==> src/rtl/chb_pkg.sv <==
// Package: constants, types and arctangent table for the compass heading pipeline.
`timescale 1ns / 1ps

package chb_pkg;

	localparam int CORDIC_STEPS = 16;
	localparam int ATAN_LEN     = 24;
	localparam int NUM_ITER     = (CORDIC_STEPS < ATAN_LEN) ? CORDIC_STEPS : ATAN_LEN;

	localparam int FIELD_W   = 16;
	localparam int VEC_W     = 36;
	localparam int ANG_W     = 33;
	localparam int FRAC_BITS = 16;
	localparam int DEG_W     = 17;
	localparam int SUM_W     = 18;
	localparam int HEAD_W    = 16;

	localparam logic signed [ANG_W-1:0] HALF_TURN_Z = 33'sd1179648000;
	localparam logic signed [ANG_W-1:0] ROUND_HALF  = 33'sd32768;
	localparam logic signed [SUM_W:0]   FULL_TURN   = 19'sd36000;

	typedef struct packed {
		logic signed [VEC_W-1:0] x;
		logic signed [VEC_W-1:0] y;
		logic signed [ANG_W-1:0] z;
	} chb_vec_t;

	// atan(2^-i) in 1/65536 centidegree units
	function automatic logic signed [ANG_W-1:0] atan_units(input int idx);
		logic signed [ANG_W-1:0] r;
		case (idx)
			0:  r = 33'sd294912000;
			1:  r = 33'sd174096719;
			2:  r = 33'sd91987925;
			3:  r = 33'sd46694507;
			4:  r = 33'sd23437865;
			5:  r = 33'sd11730358;
			6:  r = 33'sd5866610;
			7:  r = 33'sd2933484;
			8:  r = 33'sd1466764;
			9:  r = 33'sd733385;
			10: r = 33'sd366693;
			11: r = 33'sd183346;
			12: r = 33'sd91673;
			13: r = 33'sd45837;
			14: r = 33'sd22918;
			15: r = 33'sd11459;
			16: r = 33'sd5730;
			17: r = 33'sd2865;
			18: r = 33'sd1432;
			19: r = 33'sd716;
			20: r = 33'sd358;
			21: r = 33'sd179;
			22: r = 33'sd90;
			23: r = 33'sd45;
			default: r = '0;
		endcase
		return r;
	endfunction

endpackage

==> src/rtl/chb_out.sv <==
// Output register with skid entry; freezes the pipeline only when the skid entry is full.
`timescale 1ns / 1ps

module chb_out (
	input  logic                          clk,
	input  logic                          arst_n,
	input  logic                          pipe_valid,
	input  logic [chb_pkg::HEAD_W-1:0]    pipe_heading,
	input  logic                          out_stall,
	output logic                          out_valid,
	output logic [chb_pkg::HEAD_W-1:0]    heading,
	output logic                          en
);

	logic                         out_valid_q;
	logic                         skid_valid_q;
	logic [chb_pkg::HEAD_W-1:0]   out_q;
	logic [chb_pkg::HEAD_W-1:0]   skid_q;
	logic                         taken;
	logic                         load_out;
	logic                         load_skid;

	always_comb begin
		en        = !skid_valid_q;
		taken     = out_valid_q && !out_stall;
		load_out  = pipe_valid && en && (!out_valid_q || taken);
		load_skid = pipe_valid && en && out_valid_q && out_stall;
	end

	always_ff @(posedge clk or negedge arst_n) begin
		if (!arst_n) begin
			out_valid_q  <= 1'b0;
			skid_valid_q <= 1'b0;
		end else begin
			if (taken && skid_valid_q) begin
				skid_valid_q <= 1'b0;
			end else if (load_skid) begin
				skid_valid_q <= 1'b1;
			end
			if (load_out) begin
				out_valid_q <= 1'b1;
			end else if (taken && !skid_valid_q) begin
				out_valid_q <= 1'b0;
			end
		end
	end

	always_ff @(posedge clk) begin
		if (taken && skid_valid_q) begin
			out_q <= skid_q;
		end else if (load_out) begin
			out_q <= pipe_heading;
		end
		if (load_skid) begin
			skid_q <= pipe_heading;
		end
	end

	assign out_valid = out_valid_q;
	assign heading   = out_q;

endmodule

==> config.mk <==
export PLATFORM = sky130hd
export DESIGN_NAME = chb_out
export DESIGN_NICKNAME = d
export VERILOG_FILES = /design/src/rtl/chb_pkg.sv /design/src/rtl/chb_out.sv
export SDC_FILE = /design/constraint.sdc
export NUM_CORES = 1
export LEC_CHECK = 0
export BUFFER_PORTS_ARGS = -buffer_cell sky130_fd_sc_hd__buf_4
export CORE_ASPECT_RATIO = 0.75
export CORE_MARGIN = 2
export CORE_UTILIZATION = 53
export CTS_BUF_LIST = sky130_fd_sc_hd__clkbuf_4 sky130_fd_sc_hd__clkbuf_8 sky130_fd_sc_hd__clkbuf_16
export CTS_CLUSTER_SIZE = 28
export DETAILED_ROUTE_END_ITERATION = 16
export PLACE_DENSITY = 0.91
export SYNTH_ARGS = -nofsm -noshare
export SYNTH_HDL_FRONTEND = slang
export SYNTH_SLANG_ARGS = --single-unit
export TNS_END_PERCENT = 30
==> constraint.sdc <==
create_clock -name clk -period 4.6 [get_ports clk]
set_input_delay 0.46 -clock clk [delete_from_list [all_inputs] [get_ports clk]]
set_output_delay 0.46 -clock clk [all_outputs]
set_load 0.05 [all_outputs]
==> results <==
- The CTS clock-pin slew for the worst setup and hold paths is 120 ps.
- The global routing usage summed across all routing layers is 18.1%.
- Synthesis handed over a netlist of 63 instances.
- Static timing analysis puts the maximum clock frequency at ~640 MHz.
- The buffers plus inverters on the worst setup path is 1.
- The family of cells with the greatest summed delay on the critical path is flip-flops.
- Yosys attributes the largest share of cell area to sky130_fd_sc_hd__edfxtp_1 (73%), sky130_fd_sc_hd__mux2_4 (11%), sky130_fd_sc_hd__mux2_2 (5.2%).
- The number of buffers inserted by post-CTS setup repair is 0.
- The number of antenna violations at the first check in global routing is 0.
- The area of the placeable core is 0.00233 sq mm.
- The total nets after synthesis is 83.
- The violation count after the first detailed-routing iteration is 31.
- The sequential area share after synthesis is between 70 and 80%.
- The layout overhead on the synthesized area is 33.6%.
- The clock tree from TritonCTS is done.
- The first TritonRoute pass finished after 4 iterations.
- The flow ran to the end, and the final reports show no timing, DRC or antenna violations.
- Headroom to the max-slew limit came out at 79.5%.
- The floorplan step defined a die boundary enclosing 0.00289 sq mm.
- The Yosys step of the flow raised 0 warnings.
- In the layout the commonest cells are sky130_fd_sc_hd__buf_4 (39), sky130_fd_sc_hd__edfxtp_1 (32), sky130_fd_sc_hd__mux2_4 (10).
- On the final layout, the worst clock skew is around 12 ps.
- The count of nets after finishing is roughly 130.
- The final-report max-slew violation count is 0.
- Row generation in the floorplan step produced 15 rows.
- Of the post-synthesis cell area, the dominant cell type holds 73.3%.
- The cell at the root of the clock tree is sky130_fd_sc_hd__clkbuf_4.
- Max-cap violations in this run came to 0.
- The number of antenna diodes in the final layout is 0.
- The nature of the critical path startpoint is a flip-flop.
- Data on the critical path arrives at its endpoint at about 1100 ps.
- At the placement stage, the worst setup path has a slack of 3020 ps.
- The first element of the critical path is out_valid.
- The chip width is 61.4 um.
- The initial utilization of the core area, before any placement, comes to between 50% and 60%.
- Fill cells in the final layout number 158.
- Leaving out fill and tap cells, the most frequent cell in the layout is sky130_fd_sc_hd__buf_4.
- The minimum period implied by the final worst setup slack is 1560 ps.
- VDD sags by at most about 0.51 mV.
- Walking the worst path, the cells encountered are buf_4.
- The combined area of the multi-input logic cells is 282 sq um.
- The remaining antenna violation count is 0.
- The pin slew with the least headroom to its limit is just over 300 ps.
- The layout cell share with drive strength beyond 1 is about three fifths.
- The critical path class is reg2out.
- The placed wire-length estimate is 1.52 mm.
- Dividing the detail-routed via count by the number of cells gives 4.86.
- The via count of the first global-routing pass is 714.
- The largest individual stage delay along the critical path comes from the cell sky130_fd_sc_hd__dfrtp_1.
- The count of final hold-check violations is 0.
- In this run the critical register-to-register path is launched from out_valid.
- The final route contains 700 vias.
- In the routed design, unresolved DRC markers number 0.
- The mean routed wirelength per cell is 15.2 um.
- The final layout contains routed wiring with a total length of 2.18 mm.
- The delay of the slowest cell on the worst path is 510 ps.
- Of all cell types, the one taking the most synthesized area is sky130_fd_sc_hd__edfxtp_1.
- The boundary pin count is 38.
- Summing all flip-flop and latch instances after layout gives about 0.0010 sq mm.
- In this run the vertical extent of the chip is 47.1 um.
- Setup slack closes at slightly above 3000 ps.
- The critical path endpoint category is an output pin.
- Clock latency on the worst-skew pair, taken at its later pin, is 340 ps.
- For this design the static power due to leakage is 0.732 nW.
- The post-synthesis register bit count is 34.
- The clock net in this run drives a total of 34 sinks.
- The synthesized netlist contains 13 unique library cells.
- The startpoint identified for the worst hold timing path is pipe_heading[6].
- The data required time at the worst endpoint is between 4000 and 5000 ps.
- The largest net degree at the start of global routing is 17.
- The total congestion overflow is 0.
- Setup repair after global routing left no endpoint under its margin.
- The congestion estimate from routability-driven global placement came to 0.658.
- The power density of the placed cells is 678 mW/mm^2.
- Each instance of the synthesized netlist takes up on average between 20 and 25 sq um.
- The number of I/O port buffers is 37.
- The clock buffer count from CTS is 5.
- The summed negative setup slack over all endpoints is 0 ps.
- The utilization of the core after routing is 75.3%.
- The clock tree synthesis step divided the H-tree into 2 levels.
- The final worst-path cycle share is 33.9%.
- Along the worst path, the maximum fanout reaches 7.
- The mapped cell area is 0.00131 sq mm.
- The number of endpoints failing setup at the final stage is 0.
- The type of the worst min-delay path is in2reg.
- The first-pass GRT wire length is 3.33 mm.
- The maximum root-to-sink buffer count is 2.
## through the flow
step	instance area (sq um)	power (mW)	hold WS (ps)	std cells
detailed placement	1640	0.924	246	135
CTS	1750	1.20	273	144
global placement	1640	0.908	242	135
finish	1750	1.19	293	144
floorplan	1310	0.790	164	63
global route	1750	1.23	265	144
## layer usage
layer  track usage, %  up-vias  wire length (um)
met5                0        -                 0
met4             9.79        0                44
met3             9.64        6               135
met2             28.3       28              1080
met1             20.3      330               920
li1                 -      336                 -
## area by class of cell
cell class,instances,area share [%]
clock buffers,5,2.14
clock inverters,3,3.93
inverters,2,0.429
multi-input cells,26,16.1
flip-flops and latches,34,57.7
well taps,34,2.43
repair buffers,40,17.3
## synthesized netlist by cell type
cell and n:
sky130_fd_sc_hd__nand2_1 3, sky130_fd_sc_hd__o21ai_0 1, sky130_fd_sc_hd__edfxtp_1 32, sky130_fd_sc_hd__a21oi_1 2, sky130_fd_sc_hd__inv_1 2, sky130_fd_sc_hd__dfrtp_1 2
sky130_fd_sc_hd__nor2_1 1, sky130_fd_sc_hd__nand3b_4 1, sky130_fd_sc_hd__buf_6 1, sky130_fd_sc_hd__mux2_4 10, sky130_fd_sc_hd__mux2_2 6, sky130_fd_sc_hd__nand2b_1 1
sky130_fd_sc_hd__a21boi_0 1
## kinds of logic (layout without fill, tap and decap cells)
group           after synthesis  count (layout)  share of synthesized area, %
flops                        34              34                          77.1
buf+inv                       3              50                          1.43
simple gates                  6               6                          3.15
compound gates                4               4                          1.72
mux                          16              16                          16.6
## repair_timing
action,4_1_cts,5_1_grt
gates resized for setup,0,0
hold endpoints to repair,2,0
hold buffers,1,0
## where the power goes
group          total (mW)  internal [mW]  leakage, nW  switching (mW)
sequential          0.476          0.438        0.321          0.0380
clock               0.274          0.170       0.0554           0.104
combinational       0.437          0.142        0.355           0.295
total                1.19          0.749        0.732           0.438
## sequential cells by signal, indices dropped and copies added, names as in the netlist
| name | flops |
|---|---|
| heading | 16 |
| out_valid | 1 |
| skid_q | 16 |
| skid_valid_q | 1 |
## path summary, 6_finish.rpt
| check | to | slack [ps] | cells after the start |
|---|---|---|---|
| min in group asynchronous | skid_valid_q | 450 | 2 |
| max | out_valid | 3040 | 1 |
| max in group asynchronous | out_valid | 4060 | 2 |
| min reg2reg | heading[7] | 550 | 1 |
| min | skid_q[6] | 290 | 1 |
| max reg2reg | heading[14] | 3160 | 2 |
Power figures use the tool's default switching activity.
