File: src/rtl/chb_pkg.sv
// Package: constants, types and arctangent table for the compass heading pipeline.
`timescale 1ns / 1ps

package chb_pkg;

	localparam int CORDIC_STEPS = 16;
	localparam int ATAN_LEN     = 24;
	localparam int NUM_ITER     = (CORDIC_STEPS < ATAN_LEN) ? CORDIC_STEPS : ATAN_LEN;

	localparam int FIELD_W   = 16;
	localparam int VEC_W     = 36;
	localparam int ANG_W     = 33;
	localparam int FRAC_BITS = 16;
	localparam int DEG_W     = 17;
	localparam int SUM_W     = 18;
	localparam int HEAD_W    = 16;

	localparam logic signed [ANG_W-1:0] HALF_TURN_Z = 33'sd1179648000;
	localparam logic signed [ANG_W-1:0] ROUND_HALF  = 33'sd32768;
	localparam logic signed [SUM_W:0]   FULL_TURN   = 19'sd36000;

	typedef struct packed {
		logic signed [VEC_W-1:0] x;
		logic signed [VEC_W-1:0] y;
		logic signed [ANG_W-1:0] z;
	} chb_vec_t;

	// atan(2^-i) in 1/65536 centidegree units
	function automatic logic signed [ANG_W-1:0] atan_units(input int idx);
		logic signed [ANG_W-1:0] r;
		case (idx)
			0:  r = 33'sd294912000;
			1:  r = 33'sd174096719;
			2:  r = 33'sd91987925;
			3:  r = 33'sd46694507;
			4:  r = 33'sd23437865;
			5:  r = 33'sd11730358;
			6:  r = 33'sd5866610;
			7:  r = 33'sd2933484;
			8:  r = 33'sd1466764;
			9:  r = 33'sd733385;
			10: r = 33'sd366693;
			11: r = 33'sd183346;
			12: r = 33'sd91673;
			13: r = 33'sd45837;
			14: r = 33'sd22918;
			15: r = 33'sd11459;
			16: r = 33'sd5730;
			17: r = 33'sd2865;
			18: r = 33'sd1432;
			19: r = 33'sd716;
			20: r = 33'sd358;
			21: r = 33'sd179;
			22: r = 33'sd90;
			23: r = 33'sd45;
			default: r = '0;
		endcase
		return r;
	endfunction

endpackage

File: src/rtl/chb_post.sv
// Back end: rounds the angle to centidegrees, adds declination, wraps into a full turn.
`timescale 1ns / 1ps

module chb_post (
	input  logic                                 clk,
	input  logic                                 arst_n,
	input  logic                                 en,
	input  logic                                 in_valid,
	input  logic signed [chb_pkg::ANG_W-1:0]     z,
	input  logic signed [chb_pkg::FIELD_W-1:0]   decl,
	output logic                                 valid,
	output logic [chb_pkg::HEAD_W-1:0]           heading
);

	logic signed [chb_pkg::ANG_W-1:0] z_rnd;
	logic signed [chb_pkg::DEG_W-1:0] angle;
	logic signed [chb_pkg::SUM_W-1:0] sum_d;
	logic                             valid_s3;
	logic signed [chb_pkg::SUM_W-1:0] sum_s3;
	logic signed [chb_pkg::SUM_W:0]   hx;
	logic signed [chb_pkg::SUM_W:0]   wrap_d;
	logic                             valid_s4;
	logic [chb_pkg::HEAD_W-1:0]       heading_s4;

	always_comb begin
		z_rnd = z + chb_pkg::ROUND_HALF;
		angle = z_rnd[chb_pkg::ANG_W-1:chb_pkg::FRAC_BITS];
		sum_d = {angle[chb_pkg::DEG_W-1], angle}
			+ {{(chb_pkg::SUM_W - chb_pkg::FIELD_W){decl[chb_pkg::FIELD_W-1]}}, decl};
	end

	always_comb begin
		hx = {sum_s3[chb_pkg::SUM_W-1], sum_s3};
		if (hx >= chb_pkg::FULL_TURN) begin
			wrap_d = hx - chb_pkg::FULL_TURN;
		end else if (!hx[chb_pkg::SUM_W]) begin
			wrap_d = hx;
		end else if (hx >= -chb_pkg::FULL_TURN) begin
			wrap_d = hx + chb_pkg::FULL_TURN;
		end else begin
			wrap_d = hx + chb_pkg::FULL_TURN + chb_pkg::FULL_TURN;
		end
	end

	always_ff @(posedge clk or negedge arst_n) begin
		if (!arst_n) begin
			valid_s3 <= 1'b0;
			valid_s4 <= 1'b0;
		end else if (en) begin
			valid_s3 <= in_valid;
			valid_s4 <= valid_s3;
		end
	end

	always_ff @(posedge clk) begin
		if (en) begin
			sum_s3     <= sum_d;
			heading_s4 <= wrap_d[chb_pkg::HEAD_W-1:0];
		end
	end

	assign valid   = valid_s4;
	assign heading = heading_s4;

endmodule

File: config.mk
export PLATFORM = sky130hd
export DESIGN_NAME = chb_post
export DESIGN_NICKNAME = d
export VERILOG_FILES = /design/src/rtl/chb_pkg.sv /design/src/rtl/chb_post.sv
export SDC_FILE = /design/constraint.sdc
export NUM_CORES = 1
export LEC_CHECK = 0
export ABC_AREA = 0
export BUFFER_PORTS_ARGS = -buffer_cell sky130_fd_sc_hd__buf_2
export CAP_MARGIN = 20
export CORE_AREA = 2 2 77 79
export DETAILED_ROUTE_END_ITERATION = 7
export DIE_AREA = 0 0 79 81
export PLACE_DENSITY = 0.85
export SLEW_MARGIN = 20
export SYNTH_ARGS = -nofsm -noshare
export SYNTH_HDL_FRONTEND = slang
export SYNTH_SLANG_ARGS = --single-unit
File: constraint.sdc
create_clock -name clk -period 5 [get_ports clk]
set_input_delay 1 -clock clk [delete_from_list [all_inputs] [get_ports clk]]
set_output_delay 1 -clock clk [all_outputs]
set_load 0.05 [all_outputs]
==> metrics.md <==
| Metric | Value |
|---|---|
| Crit-path max cell delay | `0.45 ns` |
| Clock sinks | `36` |
| Max VDD drop | `0.1786 mV` |
| Final setup skew | `0.004239 ns` |
| CP startpoint kind | `primary input` |
| Avg Cell Area, Syn | `between 9 and 10 um2` |
| Wirelength per Cell | `13.77 um` |
| Total negative slack | `0 ns` |
| Main synth FF type | `edfxtp_1` |
| Via count of the routed design | `2814` |
| Total of max-cap violations | `0` |
| Num ports | `70` |
| Share of layout cells above drive strength 1 | `18.91%` |
| DR vias/cell | `5.899` |
| CTS Hold Bufs | `0` |
| CTS tree | `built` |
| Port Buffers | `54` |
| Delay-heaviest family, CP | `simple AND/OR/NAND/NOR gates` |
| Final setup violation count | `0` |
| Synth area leaders | `edfxtp_1 (31%), xnor2_1 (9.4%), ha_1 (8.0%), a21oi_1 (3.4%), nand3_1 (3.1%)` |
| Detailed Place HPWL | `4946 um` |
| Worst EP required | `5.16 ns` |
| Cells after Synth | `353` |
| Total CTS buffers | `5` |
| Commonest non-fill, non-tap cell in the layout | `buf_2` |
| CTS resizes | `0` |
| Leakage power | `0.001474 uW` |
| Die height | `81 um` |
| Cell Area, Placed | `between 3000 and 4000 um2` |
| CTS root buffer | `clkbuf_8` |
| Final slew viol count | `0` |
| Total global routing track utilization | `21.68%` |
| Critical Path AT | `3.76 ns` |
| Nets | `476` |
| WP buf/inv | `1` |
| Final instance area | `3692 um2` |
| Period minus WS final | `roughly 3.6 ns` |
| Status | `finished, final reports clean` |
| DIE WIDTH | `79 um` |
| Synth unique cells | `63` |
| DIE AREA | `about 6400 um2` |
| Routed Antenna Nets | `0` |
| CP Cell Sequence | `buf_2, and4_1, and3_1, and2_1, nand3_1, nor2_1, xor2_1, ha_1, and4_1, nand2_1, o21bai_1, a21oi_1, o211ai_1, a2111oi_0, a21o_1` |
| Setup Fix Bufs, Post-CTS | `0` |
| Gpl congestion | `0.9700` |
| Starting DRT DRC Count | `216` |
| P&R area growth vs syn | `12.81%` |
| Critical path fanouts, max | `5` |
| Synth warn | `0` |
| Worst R2R Start | `sum_s3[5]$_DFFE_PP_` |
| Worst setup EP type | `flip-flop` |
| Slowest cell on the critical path | `a2111oi_0` |
| CTS clk-pin slew, worst paths | `0.08 ns` |
| Drt drc | `0` |
| Yosys top cell by area | `edfxtp_1` |
| Filler Cells Inserted | `497` |
| Critical path type | `in2reg` |
| Clock buffer depth | `2` |
| Worst hold start | `sum_s3[0]$_DFFE_PP_` |
| Htree depth | `2` |
| PwrDens | `between 300 and 400 nW/um2` |
| First-pass GRT wire length | `approximately 11000 um` |
| Register bit count reported by yosys | `36` |
| Most frequent cells in the layout | `buf_2 (54), xnor2_1 (35), edfxtp_1 (34), nor2_1 (24)` |
| Largest net degree at the start of global routing | `37` |
| Routed Wire Length | `roughly 6600 um` |
| Slew HR | `49.98%` |
| RSZ-0062 raised after global routing | `no` |
| Part of the cycle the worst path needs | `72.04%` |
| Initial antenna violation count | `0` |
| Core ar. | `about 5700 um2` |
| Clk Latency, worst-skew pair | `0.29 ns` |
| Slew @ Worst Pin | `between 0.7 and 0.8 ns` |
| Register area share after synthesis | `~33%` |
| Mapped Area | `3273 um2` |
| Syn nets | `428` |
| CP Launch Point | `z[17]` |
| Vias in the first global route | `approximately 2700` |
| Hold crit path type | `reg2reg` |
| Gr ovfl total | `0` |
| Fraction of registers with async set/reset | `5.556%` |
| ANT cells | `0` |
| Crit-path most repeated cell | `and4_1` |
| Post-synth EDFFs | `34` |
| Synth top area share | `31.19%` |
| # rows | `28` |
| DR pass1 iterations | `5` |
| Hold Vio Cnt, Final | `0` |
| Initial Utilization | `between 50% and 60%` |
| Fmax | `about 280 MHz` |
==> final timing paths <==
kind	end	depth (start not counted)	slack, ns
worst max-delay path	sum_s3[17]$_DFFE_PP_	15	1.40
worst min-delay path	heading[0]$_DFFE_PP_	0	0.45
worst max register to register	heading[9]$_DFFE_PP_	8	2.15
worst min register to register	heading[0]$_DFFE_PP_	0	0.45
max in group asynchronous	valid_s3$_DFFE_PN0P_	1	4.43
min in group asynchronous	valid$_DFFE_PN0P_	1	0.47
==> cell families after synthesis <==
| group | Yosys count | synth area share, % |
|---|---|---|
| AOI/OAI and AO/OA | 98 | 22.29 |
| xor gates and xnor gates | 44 | 11.77 |
| adders and majority gates | 22 | 8.639 |
| buffers and inverters | 28 | 3.555 |
| DFF | 36 | 32.72 |
| muxes | 3 | 0.9938 |
| and+or+nand+nor | 122 | 20.03 |
==> cell type report <==
class / instances / area, um2 / share of cell area, %
well taps: 75 / 93.84 / 2.542
flip-flops and latches: 36 / 1071 / 29.01
clock buffers: 5 / 68.82 / 1.864
inverters: 15 / 56.30 / 1.525
multi-input cells: 289 / 2086 / 56.49
clock inverters: 3 / 46.29 / 1.254
repair buffers: 54 / 270.3 / 7.320
==> layer usage <==
layer  global-route usage, %  part of all wire, %  up-vias
met4                   7.586                  1.8        0
met2                   40.85                   51       99
met1                   25.12                   42     1270
li1                        -                    -     1429
met3                   3.111                  5.2       16
met5                       0                    0        -
==> power breakdown <==
| part | leakage, uW | switching [uW] | internal [uW] | total [uW] |
|---|---|---|---|---|
| clock network | 0.0000548 | 111 | 150 | 261 |
| registers | 0.000356 | 74.6 | 414 | 489 |
| logic | 0.00106 | 351 | 221 | 572 |
| total | 0.00147 | 537 | 785 | 1320 |
==> sequential cells by signal, summed over array words and instances (netlist names) <==
| register | flops |
|---|---|
| heading | 16 |
| sum_s3 | 18 |
| valid | 1 |
| valid_s3 | 1 |
==> synth_stat cells (3+ instances only) <==
cell type  instances
a211oi_1           3
a21boi_0           3
a21o_1            10
a21oi_1           22
a31oi_1            5
and2_1             4
and3_1             5
and4_1             3
buf_2              5
clkbuf_1           6
edfxtp_1          34
ha_1              21
inv_1             15
nand2_1           22
nand2b_1           3
nand3_1           20
nand4_1            5
nor2_1            24
nor2b_1            6
nor3_1             9
nor3b_1            3
nor4_1             3
o211ai_1           9
o21ai_0           15
o21bai_1           3
o311ai_0           4
or3_1              3
xnor2_1           35
xor2_1             9
==> through the flow <==
step,utilization (%),hold WS (ns),instances,total power (uW),worst slack [ns]
after detailed placement,63.03,0.4364,469,1060,1.110
after global placement,63.03,0.4265,469,1042,1.194
after floorplan,-,0.4186,353,938.9,1.516
final,65.06,0.4515,477,1322,1.398
after CTS,65.06,0.4547,477,1320,1.404
after global routing,65.06,0.4586,477,1400,1.072
Note: power is estimated with default switching activity, not from simulation.
