===== src/rtl/chb_pkg.sv =====
// Package: constants, types and arctangent table for the compass heading pipeline.
`timescale 1ns / 1ps

package chb_pkg;

	localparam int CORDIC_STEPS = 16;
	localparam int ATAN_LEN     = 24;
	localparam int NUM_ITER     = (CORDIC_STEPS < ATAN_LEN) ? CORDIC_STEPS : ATAN_LEN;

	localparam int FIELD_W   = 16;
	localparam int VEC_W     = 36;
	localparam int ANG_W     = 33;
	localparam int FRAC_BITS = 16;
	localparam int DEG_W     = 17;
	localparam int SUM_W     = 18;
	localparam int HEAD_W    = 16;

	localparam logic signed [ANG_W-1:0] HALF_TURN_Z = 33'sd1179648000;
	localparam logic signed [ANG_W-1:0] ROUND_HALF  = 33'sd32768;
	localparam logic signed [SUM_W:0]   FULL_TURN   = 19'sd36000;

	typedef struct packed {
		logic signed [VEC_W-1:0] x;
		logic signed [VEC_W-1:0] y;
		logic signed [ANG_W-1:0] z;
	} chb_vec_t;

	// atan(2^-i) in 1/65536 centidegree units
	function automatic logic signed [ANG_W-1:0] atan_units(input int idx);
		logic signed [ANG_W-1:0] r;
		case (idx)
			0:  r = 33'sd294912000;
			1:  r = 33'sd174096719;
			2:  r = 33'sd91987925;
			3:  r = 33'sd46694507;
			4:  r = 33'sd23437865;
			5:  r = 33'sd11730358;
			6:  r = 33'sd5866610;
			7:  r = 33'sd2933484;
			8:  r = 33'sd1466764;
			9:  r = 33'sd733385;
			10: r = 33'sd366693;
			11: r = 33'sd183346;
			12: r = 33'sd91673;
			13: r = 33'sd45837;
			14: r = 33'sd22918;
			15: r = 33'sd11459;
			16: r = 33'sd5730;
			17: r = 33'sd2865;
			18: r = 33'sd1432;
			19: r = 33'sd716;
			20: r = 33'sd358;
			21: r = 33'sd179;
			22: r = 33'sd90;
			23: r = 33'sd45;
			default: r = '0;
		endcase
		return r;
	endfunction

endpackage


===== src/rtl/chb_pre.sv =====
// Input stage: folds the vector into the right half plane and seeds the angle.
`timescale 1ns / 1ps

module chb_pre (
	input  logic                                  clk,
	input  logic                                  arst_n,
	input  logic                                  en,
	input  logic                                  in_beat,
	input  logic signed [chb_pkg::FIELD_W-1:0]    field_x,
	input  logic signed [chb_pkg::FIELD_W-1:0]    field_y,
	output logic                                  valid,
	output chb_pkg::chb_vec_t                     vec
);

	logic signed [chb_pkg::FIELD_W:0] xe;
	logic signed [chb_pkg::FIELD_W:0] ye;
	logic signed [chb_pkg::FIELD_W:0] xf;
	logic signed [chb_pkg::FIELD_W:0] yf;
	chb_pkg::chb_vec_t                vec_d;
	logic                             valid_s1;
	chb_pkg::chb_vec_t                vec_s1;

	always_comb begin
		xe = {field_x[chb_pkg::FIELD_W-1], field_x};
		ye = {field_y[chb_pkg::FIELD_W-1], field_y};
		xf = field_x[chb_pkg::FIELD_W-1] ? -xe : xe;
		yf = field_x[chb_pkg::FIELD_W-1] ? -ye : ye;
		vec_d.x = {{(chb_pkg::VEC_W - chb_pkg::FIELD_W - 1 - chb_pkg::FRAC_BITS){xf[chb_pkg::FIELD_W]}},
			xf, {chb_pkg::FRAC_BITS{1'b0}}};
		vec_d.y = {{(chb_pkg::VEC_W - chb_pkg::FIELD_W - 1 - chb_pkg::FRAC_BITS){yf[chb_pkg::FIELD_W]}},
			yf, {chb_pkg::FRAC_BITS{1'b0}}};
		if (!field_x[chb_pkg::FIELD_W-1]) begin
			vec_d.z = '0;
		end else if (!field_y[chb_pkg::FIELD_W-1]) begin
			vec_d.z = chb_pkg::HALF_TURN_Z;
		end else begin
			vec_d.z = -chb_pkg::HALF_TURN_Z;
		end
	end

	always_ff @(posedge clk or negedge arst_n) begin
		if (!arst_n) begin
			valid_s1 <= 1'b0;
		end else if (en) begin
			valid_s1 <= in_beat;
		end
	end

	always_ff @(posedge clk) begin
		if (en) begin
			vec_s1 <= vec_d;
		end
	end

	assign valid = valid_s1;
	assign vec   = vec_s1;

endmodule


===== config.mk =====
export PLATFORM = sky130hd
export DESIGN_NAME = chb_pre
export DESIGN_NICKNAME = d
export VERILOG_FILES = /design/src/rtl/chb_pkg.sv /design/src/rtl/chb_pre.sv
export SDC_FILE = /design/constraint.sdc
export NUM_CORES = 1
export LEC_CHECK = 0
export BUFFER_PORTS_ARGS = -buffer_cell sky130_fd_sc_hd__buf_4
export CORE_MARGIN = 2
export CORE_UTILIZATION = 39
export CTS_CLUSTER_SIZE = 14
export DETAILED_ROUTE_END_ITERATION = 8
export GPL_TIMING_DRIVEN = 0
export PLACE_DENSITY = 0.77
export SLEW_MARGIN = 20
export SYNTH_ARGS = -nofsm -noshare
export SYNTH_HDL_FRONTEND = slang
export SYNTH_SLANG_ARGS = --single-unit
export TNS_END_PERCENT = 50

===== constraint.sdc =====
create_clock -name clk -period 0.8 [get_ports clk]
set_clock_uncertainty 0.05 [all_clocks]
set_input_delay 0 -clock clk [delete_from_list [all_inputs] [get_ports clk]]
set_output_delay 0 -clock clk [all_outputs]
set_load 0.05 [all_outputs]

==> impl_metrics.ini, run 1 <==
[job]
drv_cap = 0

[synthesis]
synthFlopType = edfxtp_1
netlist_instances = 201
ys_ff_latch = 38
avgSynthCellArea_um2 = 11.4
syn_area_mm2 = 0.00229
synth_edf_count = 37
yosys.area.top_type = edfxtp_1
ys_seq_area_share_pct = 49.5
ys_async_sr_fraction_pct = 2.63
synth_area_leaders = edfxtp_1 48%, buf_4 22%, xnor2_1 10%, o21ai_0 2.6%, o31ai_1 2.3%
yosysUniqueCellTypes = 25
synthTopCellsByCount = 68 x buf_4, 37 x edfxtp_1, 27 x xnor2_1, 12 x nand2_1, 12 x o21ai_0
ys_warn_count = 0
synth_top_area_share_pct = 48.4
yosysMostFrequentCell = buf_4

[finish]
layout.nets = 416
drive_above_1_share_pct = 59.4
area_growth_pct = 89.2
antenna_cells = 0
fin_area_mm2 = 0.00434

[routing]
wire_per_inst_um = 18.1
totalWireLength_um = 8170
drc = 0
ant_nets = 0
vias = 2077
drtIter0Drc = 147
vias_per_cell = 4.61
drt-pass1-iter-count = 4

[power]
share_comb_of_total_power_pct = 46.0
p_leak_uw = 0.00198
intPower_uw = 4290
power_uw = 7210
swShare_pct = 40.5
p_clk_share_pct = 18.1
p_seq_share_pct = 35.8
power.switching_uw = 2920
power_density_mw_per_mm2 = 1660
vdd_drop_max_v = 0.00118

[global_routing]
grt_pass1_vias = 1937
overflow = 0
grt_start_max_net_pins = 39
antenna_found_initial = 0
grt_pass1_wl_um = 10700
track_usage_pct = 22.5

[timing]
drv_slew = 0
relSlewSlack_pct = 65.3
worst_slack_ps = -766
whs_ps = -42.9
rsz0062_at_grt = true
setup_viol = 77
max_freq_mhz = 638
min_period_over_period_pct = 196
timing.final.hold_violations = 7
worst_pin_slew_ps = 521
post-route-min-period_ps = 1570

[place]
dpl.hpwl_um = 3940
dpl_cell_area_mm2 = 0.00333
portBuffers = 89
gp_congestion = 0.789

[worst_setup_path]
reg2reg_from = valid
cp_top_family = simple AND/OR/NAND/NOR gates
timing.rr.end = valid
rr_worst_depth = 1
crit_slowest_cell = or4_4
worst-setup-path-type = primary input to flip-flop
path_cells = buf_6, or4_4, or4_4, buf_12, o31ai_4, xnor2_1
crit_top_cell = or4_4
end_kind = flip-flop
path_buf_inv = 2
critPathMaxStageDelay_ps = 550
critPathMaxFanout = 3
worst_ep_arrival_time_ps = 1560
critPathRequiredTime_ps = 790
r2r_slack_ps = -20
start_kind = primary input

[floorplan]
io_pins = 142
fp.dieH_um = 80.7
rows = 27
die_area_mm2 = 0.00651
die_w_um = 80.7
placeableCoreArea_mm2 = 0.00561
floorplan.initialDensity_pct = 40.9

[hold_path]
holdPathStages = 2
min_path_type = primary input to flip-flop
whs_endpoint = vec[96]
min_from = field_x[11]

[clocking]
cts.path.max_buffers = 2
path_clk_slew_ps = 70
clock_tree.root_cell = clkbuf_8
cts-htree-levels = 2
postCtsHoldBufs = 9
cts_tree = built
cts_sinks = 38
clk-insertion-delay-late_ps = 290
numCtsBuffers = 5

[outcome]
violations = hold timing, setup timing
status = finished with violations
-- how the worst max path moves through the flow --
stage	start	endpoint	slack [ps]	cells after the start
detailed placement	field_x[8]	vec[99]	-1120	5
CTS	field_x[6]	vec[99]	-750	5
finish	field_x[8]	vec[98]	-770	6
floorplan	field_x[8]	vec[99]	-880	4
global placement	field_x[8]	vec[99]	-1050	5
global route	field_x[8]	vec[98]	-780	6
-- layer usage --
| layer | vias to the layer above | wire length (µm) | global-route usage [%] |
|---|---|---|---|
| met3 | 15 | 833 | 4.61 |
| met1 | 976 | 3010 | 26.5 |
| met2 | 152 | 4160 | 39.8 |
| li1 | 934 | - | - |
| met5 | - | 0 | 0 |
| met4 | 0 | 156 | 8.98 |
-- registers in the layout, summed over array words and instances (netlist names) --
signal	flops
valid	1
vec	37
-- what timing repair did --
action,in CTS,in global routing
hold endpoints to repair,25,6
endpoints found under the setup margin,81,79
gates resized for setup,136,25
pin swaps,13,18
buffers inserted,16,6
-- cell usage in the layout (no fill, tap or decap), types with 4 or more instances in the layout --
| cell type | netlist | layout |
|---|---|---|
| edfxtp_1 | 37 | 37 |
| o31ai_4 | 0 | 5 |
| nand2_1 | 12 | 7 |
| conb_1 | 1 | 53 |
| o21ai_2 | 0 | 5 |
| or4_4 | 2 | 4 |
| clkbuf_8 | 0 | 5 |
| xnor2_1 | 27 | 25 |
| buf_4 | 68 | 89 |
| buf_8 | 0 | 20 |
| buf_6 | 0 | 67 |
| dlygate4sd3_1 | 0 | 9 |
| o41ai_4 | 0 | 5 |
-- power groups by stage --
| stage | Sequential [µW] | Clock (µW) | Combinational, µW |
|---|---|---|---|
| after floorplan | 3240 | 0 | 1320 |
| after global placement | 2540 | 0 | 2680 |
| after detailed placement | 2550 | 0 | 2710 |
| after CTS | 2540 | 1250 | 3150 |
| after global routing | 2590 | 1370 | 3430 |
| final | 2580 | 1310 | 3320 |
-- through the flow --
step                util, %  setup TNS [ps]  hold slack (ps)  setup WS, ps  cells
floorplan                 -          -13040             -346          -876    253
global placement       59.4          -18270             -274         -1050    414
detailed placement     59.4          -19540             -274         -1120    414
CTS                    74.5          -15720            -43.5          -750    446
global route           77.4          -20980            -26.5          -777    451
finish                 77.4          -19360            -42.9          -766    451
-- layout make-up --
class	count	area, µm²
buffer	70	583
clock buffer	8	80.1
fill	301	1270
inverter	5	18.8
multi-input combinational	139	1140
sequential	38	1140
tap	72	90.1
timing repair buffer	119	1290
-- cell families after synthesis --
family	synth area share (%)
AO/OA/AOI/OAI	7.15
buffers and inverters	23.6
XOR/XNOR	10.3
flip-flops	49.5
multiplexers	0.491
other	0.164
AND/OR/NAND/NOR	7.69
adder cells (fa/ha/maj)	1.09
Note: power is estimated with default switching activity, not from simulation.
==> run 2: changes to the inputs <==
==> constraint.sdc (replaced) <==
create_clock -name clk -period 0.8 [get_ports clk]
set_clock_uncertainty 0.05 [all_clocks]
set_input_delay 0 -clock clk [delete_from_list [all_inputs] [get_ports clk]]
set_output_delay 0 -clock clk [all_outputs]
set_load 0.02 [all_outputs]
==> run 2 against run 1 <==
The run still ends with hold timing, setup timing left. Non-clock buffer count is 9 lower. Via count is 9.8% lower. Sequential power is 2% lower.
==> impl_metrics.ini, run 2 (synthesized netlist as in run 1, its figures left out) <==
[clocking]
numCtsBuffers = 5
cts-htree-levels = 2
cts.path.max_buffers = 2
clock_tree.root_cell = clkbuf_8
path_clk_slew_ps = 70
cts_sinks = 38
clk-insertion-delay-late_ps = 290
cts_tree = built

[hold_path]
min_path_type = primary input to flip-flop

[finish]
layout_common_cells = 87 x buf_4, 79 x buf_6, 53 x conb_1, 37 x edfxtp_1, 26 x xnor2_1
fin_area_mm2 = 0.00411
num-fill-cells = 388
area_growth_pct = 79.3
fin_cells = 442
drive_above_1_share_pct = 56.8
layout.nets = 407
multiInputGateArea_mm2 = 0.00108
layout_commonest_cell = buf_4
antenna_cells = 0
largest_reg_flops = 37
ff_latch_area_mm2 = 0.00114

[floorplan]
placeableCoreArea_mm2 = 0.00561
rows = 27
io_pins = 142
die_w_um = 80.7
floorplan.initialDensity_pct = 40.9
die_area_mm2 = 0.00651
fp.dieH_um = 80.7

[worst_setup_path]
r2r_slack_ps = -10
start_kind = primary input
critPathMaxFanout = 4
worst_ep_arrival_time_ps = 1520
worst-setup-path-type = primary input to flip-flop
end_kind = flip-flop
critPathRequiredTime_ps = 790

[job]
drv_cap = 0

[routing]
drc = 0
wire_per_inst_um = 13.0
totalWireLength_um = 5730
vias_per_cell = 4.24
drtIter0Drc = 65
ant_nets = 0
drt-pass1-iter-count = 4
vias = 1874

[place]
place_inst = 414
gp_congestion = 0.783
dpl.hpwl_um = 3830
portBuffers = 89
dpl_cell_area_mm2 = 0.00330

[timing]
setup_tns_ps = -14930
setup_viol = 75
post-route-min-period_ps = 1540
min_period_over_period_pct = 192
drv_slew = 0
max_freq_mhz = 651
worst_slack_ps = -735
whs_ps = -41.1
timing.final.hold_violations = 14
rsz0062_at_grt = true

[global_routing]
antenna_found_initial = 0
grt_pass1_wl_um = 7890
grt_pass1_vias = 1735
grt_start_max_net_pins = 39
track_usage_pct = 16.1
overflow = 0

[power]
power_uw = 6310
vdd_drop_max_v = 0.00107
power_density_mw_per_mm2 = 1530
p_leak_uw = 0.00188

[outcome]
violations = hold timing, setup timing
status = finished with violations
==> run 2: cell count changes in the layout (fill, tap and decap cells not counted), moves of 2 or more <==
cell     change
o41ai_4      -2
o41ai_2      +2
o21ai_4      -2
buf_4        -2
buf_12       -3
buf_6       +12
inv_2        -2
inv_1        +2
buf_8       -18
==> run 2: final timing paths <==
check | cells past startpoint | start | end
worst max register to register | 1 | valid | valid
worst max-delay path | 5 | field_x[8] | vec[99]
min in group asynchronous | 3 | arst_n | valid
max in group asynchronous | 3 | arst_n | valid
worst min register to register | 1 | valid | valid
worst min-delay path | 2 | field_x[11] | vec[96]
==> run 2: final cells by class <==
class	instances	area share (%)
sequential	38	27.6
clock buffer	7	1.86
clock inverter	1	0.730
tap	72	2.19
inverter	5	0.456
multi-input combinational	139	26.2
timing repair buffer	109	26.8
buffer	71	14.2
==> run 2: power by group <==
| group | internal [µW] | switching, µW |
|---|---|---|
| Combinational | 1120 | 1080 |
| Sequential | 2430 | 105 |
| Clock | 932 | 640 |
==> run 2: per-layer routing <==
metal,global-route usage [%],share of wire [%]
met1,16.7,37
met2,29.7,52
met3,5.17,9.6
met4,6.27,1.7
met5,0,0
==> run 2: stage by stage <==
stage | utilization (%) | worst slack [ps]
CTS | 70.7 | -703
finish | 73.3 | -735
detailed placement | 58.8 | -1060
global placement | 58.8 | -1060
floorplan | - | -876
global route | 73.3 | -767
==> run 2: what timing repair did <==
item	in CTS	in global routing
gates resized for setup	101	28
pin swaps	14	11
setup endpoints to repair	81	76
endpoints found under the hold margin	26	16
hold buffers	8	2
buffers inserted	8	2
==> run 2: critical path, cell delays in order <==
cell and delay, ps:
buf_6 90, or4_4 530, or4_4 490, o41ai_4 310, xnor2_1 100
==> run 3: changes to the inputs <==
--- a/config.mk
+++ b/config.mk
@@ -12,6 +12,7 @@
 export DETAILED_ROUTE_END_ITERATION = 8
 export GPL_TIMING_DRIVEN = 0
 export PLACE_DENSITY = 0.77
+export SKIP_CTS_REPAIR_TIMING = 1
 export SLEW_MARGIN = 20
 export SYNTH_ARGS = -nofsm -noshare
 export SYNTH_HDL_FRONTEND = slang
==> run 3 against run 2 <==
The run still ends with hold timing, setup timing left. Core utilization fell by 0.69 points. Final cell count shrank 0.23%. Sequential share of layout area is 0.26 points higher. Final area decreased by 0.94%. Sequential power hardly changed. Critical path type unchanged. Power shrank 0.56%. Worst setup slack gained 19 ps. Non-clock buffer count fell by 1. Global-route usage is 1.6 points lower. Critical endpoint unchanged.
==> impl_metrics.ini, run 3 (synthesized netlist as in run 1, its figures left out) <==
[global_routing]
grt_pass1_vias = 1609
overflow = 0
antenna_found_initial = 0
track_usage_pct = 14.5
grt_pass1_wl_um = 7160
grt_start_max_net_pins = 39

[power]
share_comb_of_total_power_pct = 34.1
p_clk_share_pct = 25.3
p_seq_share_pct = 40.6
power_density_mw_per_mm2 = 1540
intPower_uw = 4450
p_leak_uw = 0.00185
swShare_pct = 29.0
power.switching_uw = 1820
vdd_drop_max_v = 0.00106

[finish]
layout_commonest_cell = buf_4
antenna_cells = 0
largest_reg_flops = 37
fin_area_mm2 = 0.00407
num-fill-cells = 379
layout_common_cells = 92 x buf_4, 74 x buf_6, 53 x conb_1, 37 x edfxtp_1, 26 x xnor2_1
area_growth_pct = 77.6
fin_cells = 441
layout.nets = 406
drive_above_1_share_pct = 56.6

[worst_setup_path]
crit_slowest_cell = or4_4
critPathMaxFanout = 4
critPathRequiredTime_ps = 790
start_kind = primary input
critPathMaxStageDelay_ps = 530
cp_top_family = simple AND/OR/NAND/NOR gates
worst_ep_arrival_time_ps = 1510
end_kind = flip-flop
path_cells = buf_6, or4_4, or4_4, o41ai_4, xnor2_1
crit_top_cell = or4_4
worst-setup-path-type = primary input to flip-flop
path_buf_inv = 1

[timing]
worst_pin_slew_ps = 515
rsz0062_at_grt = true
drv_slew = 0
setup_viol = 77
relSlewSlack_pct = 65.7
whs_ps = -44.6
max_freq_mhz = 659
post-route-min-period_ps = 1520
min_period_over_period_pct = 190
worst_slack_ps = -717
timing.final.hold_violations = 16

[clocking]
numCtsBuffers = 5
cts_sinks = 38
clock_tree.root_cell = clkbuf_8
cts.path.max_buffers = 2
cts_tree = built
path_clk_slew_ps = 70
cts-htree-levels = 2
clk-insertion-delay-late_ps = 290

[routing]
drc = 0
drtIter0Drc = 62
vias = 1855
ant_nets = 0
wire_per_inst_um = 12.7
totalWireLength_um = 5610
drt-pass1-iter-count = 6
vias_per_cell = 4.21

[place]
gp_congestion = 0.783
dpl_cell_area_mm2 = 0.00330
place_inst = 414
dpl.hpwl_um = 3830
portBuffers = 89

[floorplan]
fp.dieH_um = 80.7
placeableCoreArea_mm2 = 0.00561
floorplan.initialDensity_pct = 40.9
die_area_mm2 = 0.00651
rows = 27
io_pins = 142
die_w_um = 80.7

[outcome]
violations = hold timing, setup timing
status = finished with violations

[job]
drv_cap = 0

[hold_path]
min_path_type = primary input to flip-flop
## run 3: worst paths after layout
check	from	cells after the start	slack, ps	to
min in group asynchronous	arst_n	3	510	valid
setup / recovery	field_x[8]	5	-720	vec[99]
hold reg to reg	valid	1	470	valid
hold / removal	field_x[11]	2	-40	vec[96]
setup reg to reg	valid	1	0	valid
max in group asynchronous	arst_n	3	90	valid
## run 3: power by group through the flow
stage / sequential (µW) / combinational, µW / clock [µW]
2_1_floorplan: 2800 / 830 / 0
3_3_place_gp: 2530 / 1740 / 0
3_5_place_dp: 2540 / 1770 / 0
4_1_cts: 2500 / 1770 / 1600
5_1_grt: 2560 / 2260 / 1700
6_report: 2550 / 2140 / 1590
## run 3: routing by layer
metal | part of all wire (%) | global-route usage [%] | wire length [µm] | up-vias
li1 | - | - | - | 909
met1 | 38 | 16.3 | 2130 | 838
met2 | 52 | 25.4 | 2890 | 100
met3 | 8.8 | 4.49 | 496 | 8
met4 | 1.5 | 5.59 | 85 | 0
met5 | 0 | 0 | 0 | -
## run 3: layout make-up
| class | count | area (µm²) | share of cell area [%] |
|---|---|---|---|
| Sequential cell | 38 | 1140 | 27.9 |
| Multi-Input combinational cell | 139 | 1070 | 26.4 |
| Timing Repair Buffer | 108 | 1070 | 26.3 |
| Buffer | 71 | 578 | 14.2 |
| Tap cell | 72 | 90.1 | 2.21 |
| Clock buffer | 7 | 76.3 | 1.87 |
| Clock inverter | 1 | 30.0 | 0.737 |
| Inverter | 5 | 18.8 | 0.461 |
## run 3: stage by stage
step	worst slack [ps]	utilization [%]	power, µW	TNS (ps)
after floorplan	-876	-	3630	-9300
after global placement	-1060	58.8	4280	-18340
after detailed placement	-1060	58.8	4310	-18840
after CTS	-748	60.7	5870	-16440
after global routing	-764	72.6	6530	-18040
final	-717	72.6	6270	-15080
